File: config.mk
export PLATFORM = sky130hd
export DESIGN_NAME = quad_batcher_texture_slots
export DESIGN_NICKNAME = d
export VERILOG_FILES = /design/src/hw/rtl/qbts_pkg.sv /design/src/hw/rtl/quad_batcher_texture_slots.sv
export VERILOG_INCLUDE_DIRS = /design/src /design/src/hw/rtl
export SDC_FILE = /design/constraint.sdc
export NUM_CORES = 1
export LEC_CHECK = 0
export BUFFER_PORTS_ARGS = -buffer_cell sky130_fd_sc_hd__buf_4
export CAP_MARGIN = 40
export CORE_ASPECT_RATIO = 2
export CORE_UTILIZATION = 36
export DETAILED_ROUTE_END_ITERATION = 16
export SLEW_MARGIN = 20
export SYNTH_ARGS = -nofsm -noshare
export SYNTH_HDL_FRONTEND = slang
export SYNTH_SLANG_ARGS = --single-unit
File: constraint.sdc
create_clock -name clock -period 12.35 [get_ports clock]
set_input_delay 2.47 -clock clock [delete_from_list [all_inputs] [get_ports clock]]
set_output_delay 2.47 -clock clock [all_outputs]
set_load 0.005 [all_outputs]
File: src/hw/rtl/quad_batcher_texture_slots_defines.svh
// assertion macros used by the quad batcher rtl
`ifndef QUAD_BATCHER_TEXTURE_SLOTS_DEFINES_SVH
`define QUAD_BATCHER_TEXTURE_SLOTS_DEFINES_SVH

// same-cycle implication, checked outside reset
`define QB_ASSERT_NOW(label, clk, rst, ante, cons) \
   label: assert property (@(posedge clk) disable iff (rst) (ante) |-> (cons)) \
      else $error("quad batcher check failed");

// next-cycle implication, checked outside reset
`define QB_ASSERT_NEXT(label, clk, rst, ante, cons) \
   label: assert property (@(posedge clk) disable iff (rst) (ante) |=> (cons)) \
      else $error("quad batcher sequencing check failed");

`endif

File: src/hw/rtl/qbts_pkg.sv
// types, constants, microcode rom and arithmetic helpers of the quad batcher
package qbts_pkg;

   // batch limits
   localparam int MAX_BATCH_QUADS = 8192;
   localparam int TEXTURE_SLOTS   = 16;
   localparam int SLOT_IDX_W      = $clog2(TEXTURE_SLOTS);
   localparam int SLOT_CNT_W      = $clog2(TEXTURE_SLOTS + 1);
   localparam int QUAD_CNT_W      = $clog2(MAX_BATCH_QUADS + 1);

   // field widths on the ports
   localparam int COORD_W    = 32;
   localparam int COLOR_W    = 32;
   localparam int TEX_ID_W   = 32;
   localparam int OP_W       = 2;
   localparam int KIND_W     = 2;
   localparam int SLOT_W     = 4;
   localparam int OUT_QUAD_W = 14;
   localparam int OUT_SLOT_W = 5;
   localparam int REQ_DATA_W = 224;
   localparam int RSP_DATA_W = 192;

   // input operations
   localparam logic [OP_W-1:0] OP_BEGIN    = 2'd0;
   localparam logic [OP_W-1:0] OP_END      = 2'd1;
   localparam logic [OP_W-1:0] OP_SOLID    = 2'd2;
   localparam logic [OP_W-1:0] OP_TEXTURED = 2'd3;

   // result kinds
   localparam logic [KIND_W-1:0] KIND_VERTEX = 2'd0;
   localparam logic [KIND_W-1:0] KIND_BIND   = 2'd1;
   localparam logic [KIND_W-1:0] KIND_DRAW   = 2'd2;

   // datapath actions
   localparam logic [2:0] ACT_NONE    = 3'd0;
   localparam logic [2:0] ACT_CLEAR   = 3'd1;
   localparam logic [2:0] ACT_COMPARE = 3'd2;
   localparam logic [2:0] ACT_SELECT  = 3'd3;
   localparam logic [2:0] ACT_BIND    = 3'd4;
   localparam logic [2:0] ACT_INC     = 3'd5;

   // jump conditions
   localparam logic [3:0] C_NEVER       = 4'd0;
   localparam logic [3:0] C_ALWAYS      = 4'd1;
   localparam logic [3:0] C_NO_BEAT     = 4'd2;
   localparam logic [3:0] C_OP_QUAD     = 4'd3;
   localparam logic [3:0] C_OP_END      = 4'd4;
   localparam logic [3:0] C_Q_ZERO      = 4'd5;
   localparam logic [3:0] C_Q_BELOW_MAX = 4'd6;
   localparam logic [3:0] C_OP_SOLID    = 4'd7;
   localparam logic [3:0] C_HIT         = 4'd8;
   localparam logic [3:0] C_SLOTS_FREE  = 4'd9;

   // program addresses
   localparam int PC_W = 5;
   localparam logic [PC_W-1:0] PC_FETCH      = 5'd0;
   localparam logic [PC_W-1:0] PC_DISP_QUAD  = 5'd1;
   localparam logic [PC_W-1:0] PC_DISP_END   = 5'd2;
   localparam logic [PC_W-1:0] PC_BEGIN      = 5'd3;
   localparam logic [PC_W-1:0] PC_END_CHK    = 5'd4;
   localparam logic [PC_W-1:0] PC_END_DRAW   = 5'd5;
   localparam logic [PC_W-1:0] PC_QUAD_CHK   = 5'd6;
   localparam logic [PC_W-1:0] PC_FULL_DRAW  = 5'd7;
   localparam logic [PC_W-1:0] PC_COMPARE    = 5'd8;
   localparam logic [PC_W-1:0] PC_SELECT     = 5'd9;
   localparam logic [PC_W-1:0] PC_SLOT_CHK   = 5'd10;
   localparam logic [PC_W-1:0] PC_EVICT_CHK  = 5'd11;
   localparam logic [PC_W-1:0] PC_EVICT_DRAW = 5'd12;
   localparam logic [PC_W-1:0] PC_EVICT_CLR  = 5'd13;
   localparam logic [PC_W-1:0] PC_BIND       = 5'd14;
   localparam logic [PC_W-1:0] PC_VTX0       = 5'd15;
   localparam logic [PC_W-1:0] PC_VTX1       = 5'd16;
   localparam logic [PC_W-1:0] PC_VTX2       = 5'd17;
   localparam logic [PC_W-1:0] PC_VTX3       = 5'd18;

   // one control word per program step
   typedef struct packed {
      logic              emit;
      logic [KIND_W-1:0] kind;
      logic [1:0]        corner;
      logic              last;
      logic [2:0]        act;
      logic [3:0]        cond;
      logic [PC_W-1:0]   target;
   } ucw_type;

   function automatic ucw_type make_cw(logic emit, logic [KIND_W-1:0] kind,
                                       logic [1:0] corner, logic last, logic [2:0] act,
                                       logic [3:0] cond, logic [PC_W-1:0] target);
      ucw_type cw;
      cw.emit   = emit;
      cw.kind   = kind;
      cw.corner = corner;
      cw.last   = last;
      cw.act    = act;
      cw.cond   = cond;
      cw.target = target;
      return cw;
   endfunction

   // the program: fetch, dispatch, batch closing, slot lookup and bind, four corners
   function automatic ucw_type ucode_rom(logic [PC_W-1:0] pc);
      ucw_type cw;
      case (pc)
         PC_FETCH:      cw = make_cw(1'b0, KIND_VERTEX, 2'd0, 1'b0, ACT_NONE,
                                     C_NO_BEAT, PC_FETCH);
         PC_DISP_QUAD:  cw = make_cw(1'b0, KIND_VERTEX, 2'd0, 1'b0, ACT_NONE,
                                     C_OP_QUAD, PC_QUAD_CHK);
         PC_DISP_END:   cw = make_cw(1'b0, KIND_VERTEX, 2'd0, 1'b0, ACT_NONE,
                                     C_OP_END, PC_END_CHK);
         PC_BEGIN:      cw = make_cw(1'b0, KIND_VERTEX, 2'd0, 1'b0, ACT_CLEAR,
                                     C_ALWAYS, PC_FETCH);
         PC_END_CHK:    cw = make_cw(1'b0, KIND_VERTEX, 2'd0, 1'b0, ACT_NONE,
                                     C_Q_ZERO, PC_FETCH);
         PC_END_DRAW:   cw = make_cw(1'b1, KIND_DRAW, 2'd0, 1'b1, ACT_CLEAR,
                                     C_ALWAYS, PC_FETCH);
         PC_QUAD_CHK:   cw = make_cw(1'b0, KIND_VERTEX, 2'd0, 1'b0, ACT_NONE,
                                     C_Q_BELOW_MAX, PC_COMPARE);
         PC_FULL_DRAW:  cw = make_cw(1'b1, KIND_DRAW, 2'd0, 1'b0, ACT_CLEAR,
                                     C_NEVER, PC_FETCH);
         PC_COMPARE:    cw = make_cw(1'b0, KIND_VERTEX, 2'd0, 1'b0, ACT_COMPARE,
                                     C_OP_SOLID, PC_VTX0);
         PC_SELECT:     cw = make_cw(1'b0, KIND_VERTEX, 2'd0, 1'b0, ACT_SELECT,
                                     C_HIT, PC_VTX0);
         PC_SLOT_CHK:   cw = make_cw(1'b0, KIND_VERTEX, 2'd0, 1'b0, ACT_NONE,
                                     C_SLOTS_FREE, PC_BIND);
         PC_EVICT_CHK:  cw = make_cw(1'b0, KIND_VERTEX, 2'd0, 1'b0, ACT_NONE,
                                     C_Q_ZERO, PC_EVICT_CLR);
         PC_EVICT_DRAW: cw = make_cw(1'b1, KIND_DRAW, 2'd0, 1'b0, ACT_CLEAR,
                                     C_ALWAYS, PC_BIND);
         PC_EVICT_CLR:  cw = make_cw(1'b0, KIND_VERTEX, 2'd0, 1'b0, ACT_CLEAR,
                                     C_NEVER, PC_FETCH);
         PC_BIND:       cw = make_cw(1'b1, KIND_BIND, 2'd0, 1'b0, ACT_BIND,
                                     C_NEVER, PC_FETCH);
         PC_VTX0:       cw = make_cw(1'b1, KIND_VERTEX, 2'd0, 1'b0, ACT_NONE,
                                     C_NEVER, PC_FETCH);
         PC_VTX1:       cw = make_cw(1'b1, KIND_VERTEX, 2'd1, 1'b0, ACT_NONE,
                                     C_NEVER, PC_FETCH);
         PC_VTX2:       cw = make_cw(1'b1, KIND_VERTEX, 2'd2, 1'b0, ACT_NONE,
                                     C_NEVER, PC_FETCH);
         PC_VTX3:       cw = make_cw(1'b1, KIND_VERTEX, 2'd3, 1'b1, ACT_INC,
                                     C_ALWAYS, PC_FETCH);
         default:       cw = make_cw(1'b0, KIND_VERTEX, 2'd0, 1'b0, ACT_NONE,
                                     C_ALWAYS, PC_FETCH);
      endcase
      return cw;
   endfunction

   // signed q16.16 add that clamps to the 32-bit range
   function automatic logic [COORD_W-1:0] sat_add(logic [COORD_W-1:0] a,
                                                  logic [COORD_W-1:0] b);
      logic [COORD_W:0] s;
      s = {a[COORD_W-1], a} + {b[COORD_W-1], b};
      if (s[COORD_W] != s[COORD_W-1]) begin
         return s[COORD_W] ? {1'b1, {(COORD_W-1){1'b0}}} : {1'b0, {(COORD_W-1){1'b1}}};
      end
      return s[COORD_W-1:0];
   endfunction

endpackage

File: src/hw/rtl/quad_batcher_texture_slots.sv
// Sprite quad batcher with texture slot table, run by a microcoded sequencer.
//
// Input channel req_*: one beat per item; req_tuser carries the operation
// (begin, end, solid quad, textured quad), req_tdata the quad fields.
// Result channel rsp_*: vertex, slot-bind and batch-draw beats; rsp_tuser is
// the kind, rsp_tlast marks the final beat of an input item. Begin beats and
// end beats of an empty batch give no result.
// A step counter walks a small program in a rom; each step may drive one
// datapath action and one result beat, and may test a condition and jump.
// An item is taken only in the fetch step, so items are handled one at a time.
// Slot lookup compares all bound table entries at once in one step, registered,
// and a priority pick in the next step.
// The result register lets the sequencer fetch the next item while the last
// beat waits; a stalled receiver holds the sequencer at its next emit step.
// Reset (synchronous, active high) empties the batch and the result register;
// the slot table needs no clearing, since only entries bound in the current
// batch are ever compared.
module quad_batcher_texture_slots import qbts_pkg::*; (
   input  logic                  clock,
   input  logic                  reset,
   input  logic                  req_tvalid,
   output logic                  req_tready,
   // pos_x, pos_y, pos_z, size_w, size_h, color_rgba, texture_id
   input  logic [REQ_DATA_W-1:0] req_tdata,
   // operation
   input  logic [OP_W-1:0]       req_tuser,
   output logic                  rsp_tvalid,
   input  logic                  rsp_tready,
   // vert_x, vert_y, vert_z, tex_u, tex_v, vert_color, slot, bound_texture,
   // batch_quads, batch_slots, zero pad
   output logic [RSP_DATA_W-1:0] rsp_tdata,
   // kind
   output logic [KIND_W-1:0]     rsp_tuser,
   output logic                  rsp_tlast
);

   `include "quad_batcher_texture_slots_defines.svh"

   // sequencer and batch state
   logic [PC_W-1:0]       pc_ff, pc_in;
   logic [SLOT_CNT_W-1:0] slots_used_ff, slots_used_in;
   logic [QUAD_CNT_W-1:0] quads_ff, quads_in;
   logic                  rsp_valid_ff, rsp_valid_in;

   // item and datapath registers
   logic [OP_W-1:0]       op_ff;
   logic [COORD_W-1:0]    pos_x_ff, pos_y_ff, pos_z_ff, size_w_ff, size_h_ff;
   logic [COORD_W-1:0]    x2_ff, y2_ff;
   logic [COLOR_W-1:0]    color_ff;
   logic [TEX_ID_W-1:0]   tex_id_ff;
   logic [TEXTURE_SLOTS-1:0] match_ff;
   logic [SLOT_IDX_W-1:0] slot_ff;
   logic [TEX_ID_W-1:0]   slot_table_ff [TEXTURE_SLOTS];
   logic [RSP_DATA_W-1:0] rsp_data_ff;
   logic [KIND_W-1:0]     rsp_kind_ff;
   logic                  rsp_last_ff;

   ucw_type               cw;
   logic                  out_free;
   logic                  step_go;
   logic                  take;
   logic                  jump;
   logic                  emit_go;
   logic [TEXTURE_SLOTS-1:0] match_vec;
   logic [SLOT_IDX_W-1:0] hit_idx;
   logic                  vtx_u, vtx_v;
   logic [RSP_DATA_W-1:0] rsp_data_new;

   // current control word
   assign cw         = ucode_rom(pc_ff);
   assign req_tready = (pc_ff == PC_FETCH);
   assign take       = req_tvalid && req_tready;
   assign out_free   = !rsp_valid_ff || rsp_tready;
   assign step_go    = !cw.emit || out_free;
   assign emit_go    = cw.emit && out_free;

   // jump condition
   always_comb begin
      case (cw.cond)
         C_NEVER:       jump = 1'b0;
         C_ALWAYS:      jump = 1'b1;
         C_NO_BEAT:     jump = !req_tvalid;
         C_OP_QUAD:     jump = op_ff[1];
         C_OP_END:      jump = (op_ff == OP_END);
         C_Q_ZERO:      jump = (quads_ff == '0);
         C_Q_BELOW_MAX: jump = (quads_ff < QUAD_CNT_W'(MAX_BATCH_QUADS));
         C_OP_SOLID:    jump = (op_ff == OP_SOLID);
         C_HIT:         jump = |match_ff;
         C_SLOTS_FREE:  jump = (slots_used_ff < SLOT_CNT_W'(TEXTURE_SLOTS));
         default:       jump = 1'b0;
      endcase
   end

   // step counter
   always_comb begin
      pc_in = pc_ff;
      if (step_go) begin
         pc_in = jump ? cw.target : pc_ff + PC_W'(1);
      end
   end

   // compare the texture id against every slot bound in this batch
   always_comb begin
      match_vec = '0;
      for (int i = 1; i < TEXTURE_SLOTS; i++) begin
         match_vec[i] = (SLOT_CNT_W'(i) < slots_used_ff) && (slot_table_ff[i] == tex_id_ff);
      end
   end

   // lowest matching slot wins
   always_comb begin
      hit_idx = '0;
      for (int i = TEXTURE_SLOTS - 1; i >= 1; i--) begin
         if (match_ff[i]) begin
            hit_idx = SLOT_IDX_W'(i);
         end
      end
   end

   // batch counters
   always_comb begin
      slots_used_in = slots_used_ff;
      quads_in      = quads_ff;
      if (step_go) begin
         case (cw.act)
            ACT_CLEAR: begin
               slots_used_in = SLOT_CNT_W'(1);
               quads_in      = '0;
            end
            ACT_BIND: slots_used_in = slots_used_ff + SLOT_CNT_W'(1);
            ACT_INC:  quads_in      = quads_ff + QUAD_CNT_W'(1);
            default: ;
         endcase
      end
   end

   // result beat contents, unused fields zero
   assign vtx_u = (cw.corner == 2'd1) || (cw.corner == 2'd2);
   assign vtx_v = cw.corner[1];
   always_comb begin
      rsp_data_new = '0;
      case (cw.kind)
         KIND_VERTEX: begin
            rsp_data_new[31:0]    = vtx_u ? x2_ff : pos_x_ff;
            rsp_data_new[63:32]   = vtx_v ? y2_ff : pos_y_ff;
            rsp_data_new[95:64]   = pos_z_ff;
            rsp_data_new[96]      = vtx_u;
            rsp_data_new[97]      = vtx_v;
            rsp_data_new[129:98]  = color_ff;
            rsp_data_new[133:130] = SLOT_W'(slot_ff);
         end
         KIND_BIND: begin
            rsp_data_new[133:130] = SLOT_W'(slots_used_ff);
            rsp_data_new[165:134] = tex_id_ff;
         end
         KIND_DRAW: begin
            rsp_data_new[179:166] = OUT_QUAD_W'(quads_ff);
            rsp_data_new[184:180] = OUT_SLOT_W'(slots_used_ff);
         end
         default: ;
      endcase
   end

   // result valid
   always_comb begin
      rsp_valid_in = rsp_valid_ff;
      if (emit_go) begin
         rsp_valid_in = 1'b1;
      end else if (rsp_tready) begin
         rsp_valid_in = 1'b0;
      end
   end

   // control registers
   always_ff @(posedge clock) begin
      if (reset) begin
         pc_ff         <= PC_FETCH;
         slots_used_ff <= SLOT_CNT_W'(1);
         quads_ff      <= '0;
         rsp_valid_ff  <= 1'b0;
      end else begin
         pc_ff         <= pc_in;
         slots_used_ff <= slots_used_in;
         quads_ff      <= quads_in;
         rsp_valid_ff  <= rsp_valid_in;
      end
   end

   // item capture and datapath registers
   always_ff @(posedge clock) begin
      if (take) begin
         op_ff     <= req_tuser;
         pos_x_ff  <= req_tdata[31:0];
         pos_y_ff  <= req_tdata[63:32];
         pos_z_ff  <= req_tdata[95:64];
         size_w_ff <= req_tdata[127:96];
         size_h_ff <= req_tdata[159:128];
         color_ff  <= req_tdata[191:160];
         tex_id_ff <= req_tdata[223:192];
      end
      x2_ff <= sat_add(pos_x_ff, size_w_ff);
      y2_ff <= sat_add(pos_y_ff, size_h_ff);
      if (step_go) begin
         case (cw.act)
            ACT_COMPARE: begin
               match_ff <= match_vec;
               slot_ff  <= '0;
            end
            ACT_SELECT: slot_ff <= hit_idx;
            ACT_BIND: begin
               slot_ff <= slots_used_ff[SLOT_IDX_W-1:0];
               slot_table_ff[slots_used_ff[SLOT_IDX_W-1:0]] <= tex_id_ff;
            end
            default: ;
         endcase
      end
      if (emit_go) begin
         rsp_data_ff <= rsp_data_new;
         rsp_kind_ff <= cw.kind;
         rsp_last_ff <= cw.last;
      end
   end

   assign rsp_tvalid = rsp_valid_ff;
   assign rsp_tdata  = rsp_data_ff;
   assign rsp_tuser  = rsp_kind_ff;
   assign rsp_tlast  = rsp_last_ff;

   // checks on the batch state and the sequencer
   `QB_ASSERT_NOW(a_slots_range, clock, reset, 1'b1,
      (slots_used_ff >= SLOT_CNT_W'(1)) && (slots_used_ff <= SLOT_CNT_W'(TEXTURE_SLOTS)))
   `QB_ASSERT_NOW(a_quads_range, clock, reset, 1'b1,
      quads_ff <= QUAD_CNT_W'(MAX_BATCH_QUADS))
   `QB_ASSERT_NOW(a_bind_has_room, clock, reset, emit_go && (cw.kind == KIND_BIND),
      slots_used_ff < SLOT_CNT_W'(TEXTURE_SLOTS))
   `QB_ASSERT_NOW(a_draw_not_empty, clock, reset, emit_go && (cw.kind == KIND_DRAW),
      quads_ff != '0)
   `QB_ASSERT_NEXT(a_last_to_fetch, clock, reset, emit_go && cw.last,
      (pc_ff == PC_FETCH) && rsp_tvalid)

endmodule
==> metrics <==
status=finished clean; TritonCTS clock tree=done; syn_area_per_cell=14.68 um2; drt via density=4.931; simple-gate share of the synthesized area=8.357%; initial drt markers=1277; CTS root buffer=clkbuf_16; clock skew=0.02503 ns; Synth Area in Compound Gates=4.939%; Worst Setup Path Type=flop to primary output; Ports=427; Die Span X=243.7 um; Fmax=229.1 MHz; CP bufs+invs=2; Worst path max stage delay=0.42 ns; WP data arrival=1.89 ns; reg2reg start=pos_y_ff[0]; Syn. warnings=0; adder-cell share of the synthesized area=2.404%; Leak Pwr=17.97 nW; Tcrit/Tclk final=35.34%; Crit path required time=9.88 ns; Detail Placement HPWL=75720 um; max-cap violations=0; Pins Over Slew Limit=0; largest family of logic cells by synthesized area=XOR/XNOR gates; largest net degree at the start of global routing=66; RR Endpoint=y2_ff[24]; Worst IR Drop VDD=0.1280 mV; drt drc=0; Worst Reg-to-Reg Cells=12; P per Cell Area=203.0 nW/um2; vias in the first global route=24950; HP Class=flop to flop; RD Place Congestion=0.8300; H-tree level count=3; CP Capture Type=primary output; mux share of post-synthesis cell area=1.029%; area grow syn2layout=20.31%; Synth Flop Type=edfxtp_1; cts hold-fix bufs=0; headroom to the max-slew limit=40.25%; clk slew on worst S/H paths=0.07 ns; Slew @ Worst Pin=0.8893 ns; register area share after synthesis=70.24%; clk buf depth=3; final hold vios=0; clock sinks=1019; RSZ-0062 raised after global routing=false; total wire length=111300 um; Post-synth EDFFs=913; Top Family by Delay on Critical Path=simple AND/OR/NAND/NOR gates; Post-CTS Setup Bufs=0; Synth Area in XOR/XNOR=11.41%; effective utilization at floorplan=36.24%; HP Start=pos_z_ff[2]; Fin Hold WS=0.5068 ns; Distinct cells, synth=70; core area=116000 um2; post-DR wirelength/cell=22.50 um; Final Setup Violations=0; Total GRT Usage=18.66%; Worst R2R Setup Slack=8.51 ns; Yosys reg bits=1019; CP max-delay cell=nor4b_1; Final nets=3651; remaining antenna violation count=0; Die Y=485.4 um; Min Clock Period, post-route=4.365 ns; ys async rst share=0%; Setup crit start kind=flop; hold endpoint=rsp_tdata[66]; Pre-Repair DR Iteration Count=8; Worst Path Max Fanout=4; initial antenna violation count=13; FP Rows=177; post-cts repair resize count=0; Hold Path Depth=1; synthesized instance count=2864; global-route wire length before repair=162200 um; Clock Latency Late Sink=0.70 ns; die area=118300 um2; via total after detailed routing=24380; post-synth design cell area=42050 um2; Cell Chain, Critical Path=inv_1, ha_1, nor4b_1, buf_4; CTS Buf Count=91; grt ovf=0; final setup TNS=0 ns; IO Port Bufs=419; share of post-route cells with drive strength above 1=20.22%
[worst max-delay path by stage]
stage / cells past startpoint / from / to
2_1_floorplan: 2 / rsp_tready / rsp_tdata[0]
3_3_place_gp: 4 / req_tvalid / size_h_ff[18]
3_5_place_dp: 11 / rsp_tready / cw[7]
4_1_cts: 4 / pc_ff[0] / req_tready
5_1_grt: 4 / pc_ff[0] / req_tready
6_report: 4 / pc_ff[0] / req_tready
[cells in the mapped netlist (5+ instances only)]
cell type / instances / area (um2)
buf_4: 8 / 60.06
nand3b_1: 5 / 37.54
xor2_1: 324 / 2838
or4_1: 5 / 37.54
mux2i_1: 41 / 410.4
clkbuf_1: 101 / 379.1
nand2_1: 126 / 473.0
nor2b_1: 12 / 75.07
edfxtp_1: 913 / 27420
inv_1: 38 / 142.6
xnor2_1: 224 / 1962
nor2_1: 126 / 473.0
o21ai_0: 76 / 380.4
and2_1: 123 / 769.5
nor4_1: 85 / 531.8
a2111oi_0: 7 / 61.31
dfxtp_1: 106 / 2122
o211ai_1: 9 / 67.56
and3_1: 10 / 62.56
a31oi_1: 8 / 50.05
nand2b_1: 15 / 93.84
o21bai_1: 12 / 90.09
or3_1: 6 / 37.54
o21a_1: 8 / 60.06
a211oi_1: 8 / 60.06
nor3_1: 24 / 120.1
ha_1: 76 / 950.9
a21oi_1: 122 / 610.6
buf_1: 20 / 75.07
nand4_1: 70 / 437.9
a21o_1: 34 / 255.2
nand3_1: 43 / 215.2
nor3b_1: 5 / 37.54
o31ai_1: 8 / 60.06
[report_power, final]
part           switching, mW  internal, mW
combinational           1.74         0.995
sequential             0.166          4.41
clock                   1.30          1.67
total                   3.20          7.07
[per-stage QoR]
step                      cells  power, mW  instance area [um2]  worst slack, ns  util (%)
final                      4945      10.27                50600            7.985     43.60
after global placement     4760      7.341                47310            7.135     40.77
after CTS                  4938      10.39                50560            7.826     43.57
after detailed placement   4770      7.413                47450            7.376     40.89
after global routing       4942      10.78                50590            7.788     43.59
after floorplan            2870      6.465                42080           0.7388         -
[cell families (layout without fill, tap and decap cells)]
logic type	after synthesis	after routing
AO/OA/AOI/OAI	334	334
XOR/XNOR	548	548
adder cells (fa/ha/maj)	80	80
buffers and inverters	171	719
flip-flops	1019	1019
multiplexers	43	43
other	1	13
AND/OR/NAND/NOR	668	668
[flip-flops by register name (all words and copies together) (netlist names), 5 cells and up]
| register | count |
|---|---|
| color_ff | 32 |
| cw | 17 |
| match_ff | 15 |
| pc_ff | 5 |
| pos_x_ff | 32 |
| pos_y_ff | 32 |
| pos_z_ff | 32 |
| quads_ff | 14 |
| rsp_tdata | 185 |
| size_h_ff | 32 |
| size_w_ff | 32 |
| slot_table_ff | 480 |
| slots_used_ff | 5 |
| tex_id_ff | 32 |
| x2_ff | 32 |
| y2_ff | 32 |
[routing by layer]
metal / track usage, % / wire [um]
met3: 3.201 / 5516
met5: 0 / 33
met4: 6.911 / 3467
met1: 20.98 / 42590
met2: 34.78 / 59670
[layout by cell type, fill, tap and decap left out, types with 7 or more instances in the layout]
master	n
a21oi_1	122
mux2i_1	41
a21o_1	34
nor4_1	84
nor2_2	13
o21bai_1	12
bufinv_16	12
inv_1	40
nor2b_1	10
clkbuf_1	13
buf_4	505
o211ai_1	9
nor2_1	112
nand2b_1	15
and2_1	122
nand3_1	43
clkinv_1	16
a211oi_1	8
ha_1	76
conb_1	7
and3_1	10
edfxtp_1	913
nand2_1	126
o31ai_1	8
xor2_1	323
xnor2_1	223
o21ai_0	76
dfxtp_1	105
a31oi_1	8
nor3_1	20
nand4_1	70
o21a_1	8
clkbuf_16	92
clkinv_2	13
[area by class of cell]
class,count,area [um2]
clock buffer,111,2434
tap,1521,1903
inverter,38,142.6
clock inverter,57,674.4
antenna,6,15.01
fill,10480,65450
multi-input combinational,1680,11960
timing repair buffer,513,3925
sequential,1019,29540
No activity file was read; power rests on OpenSTA's default activity.
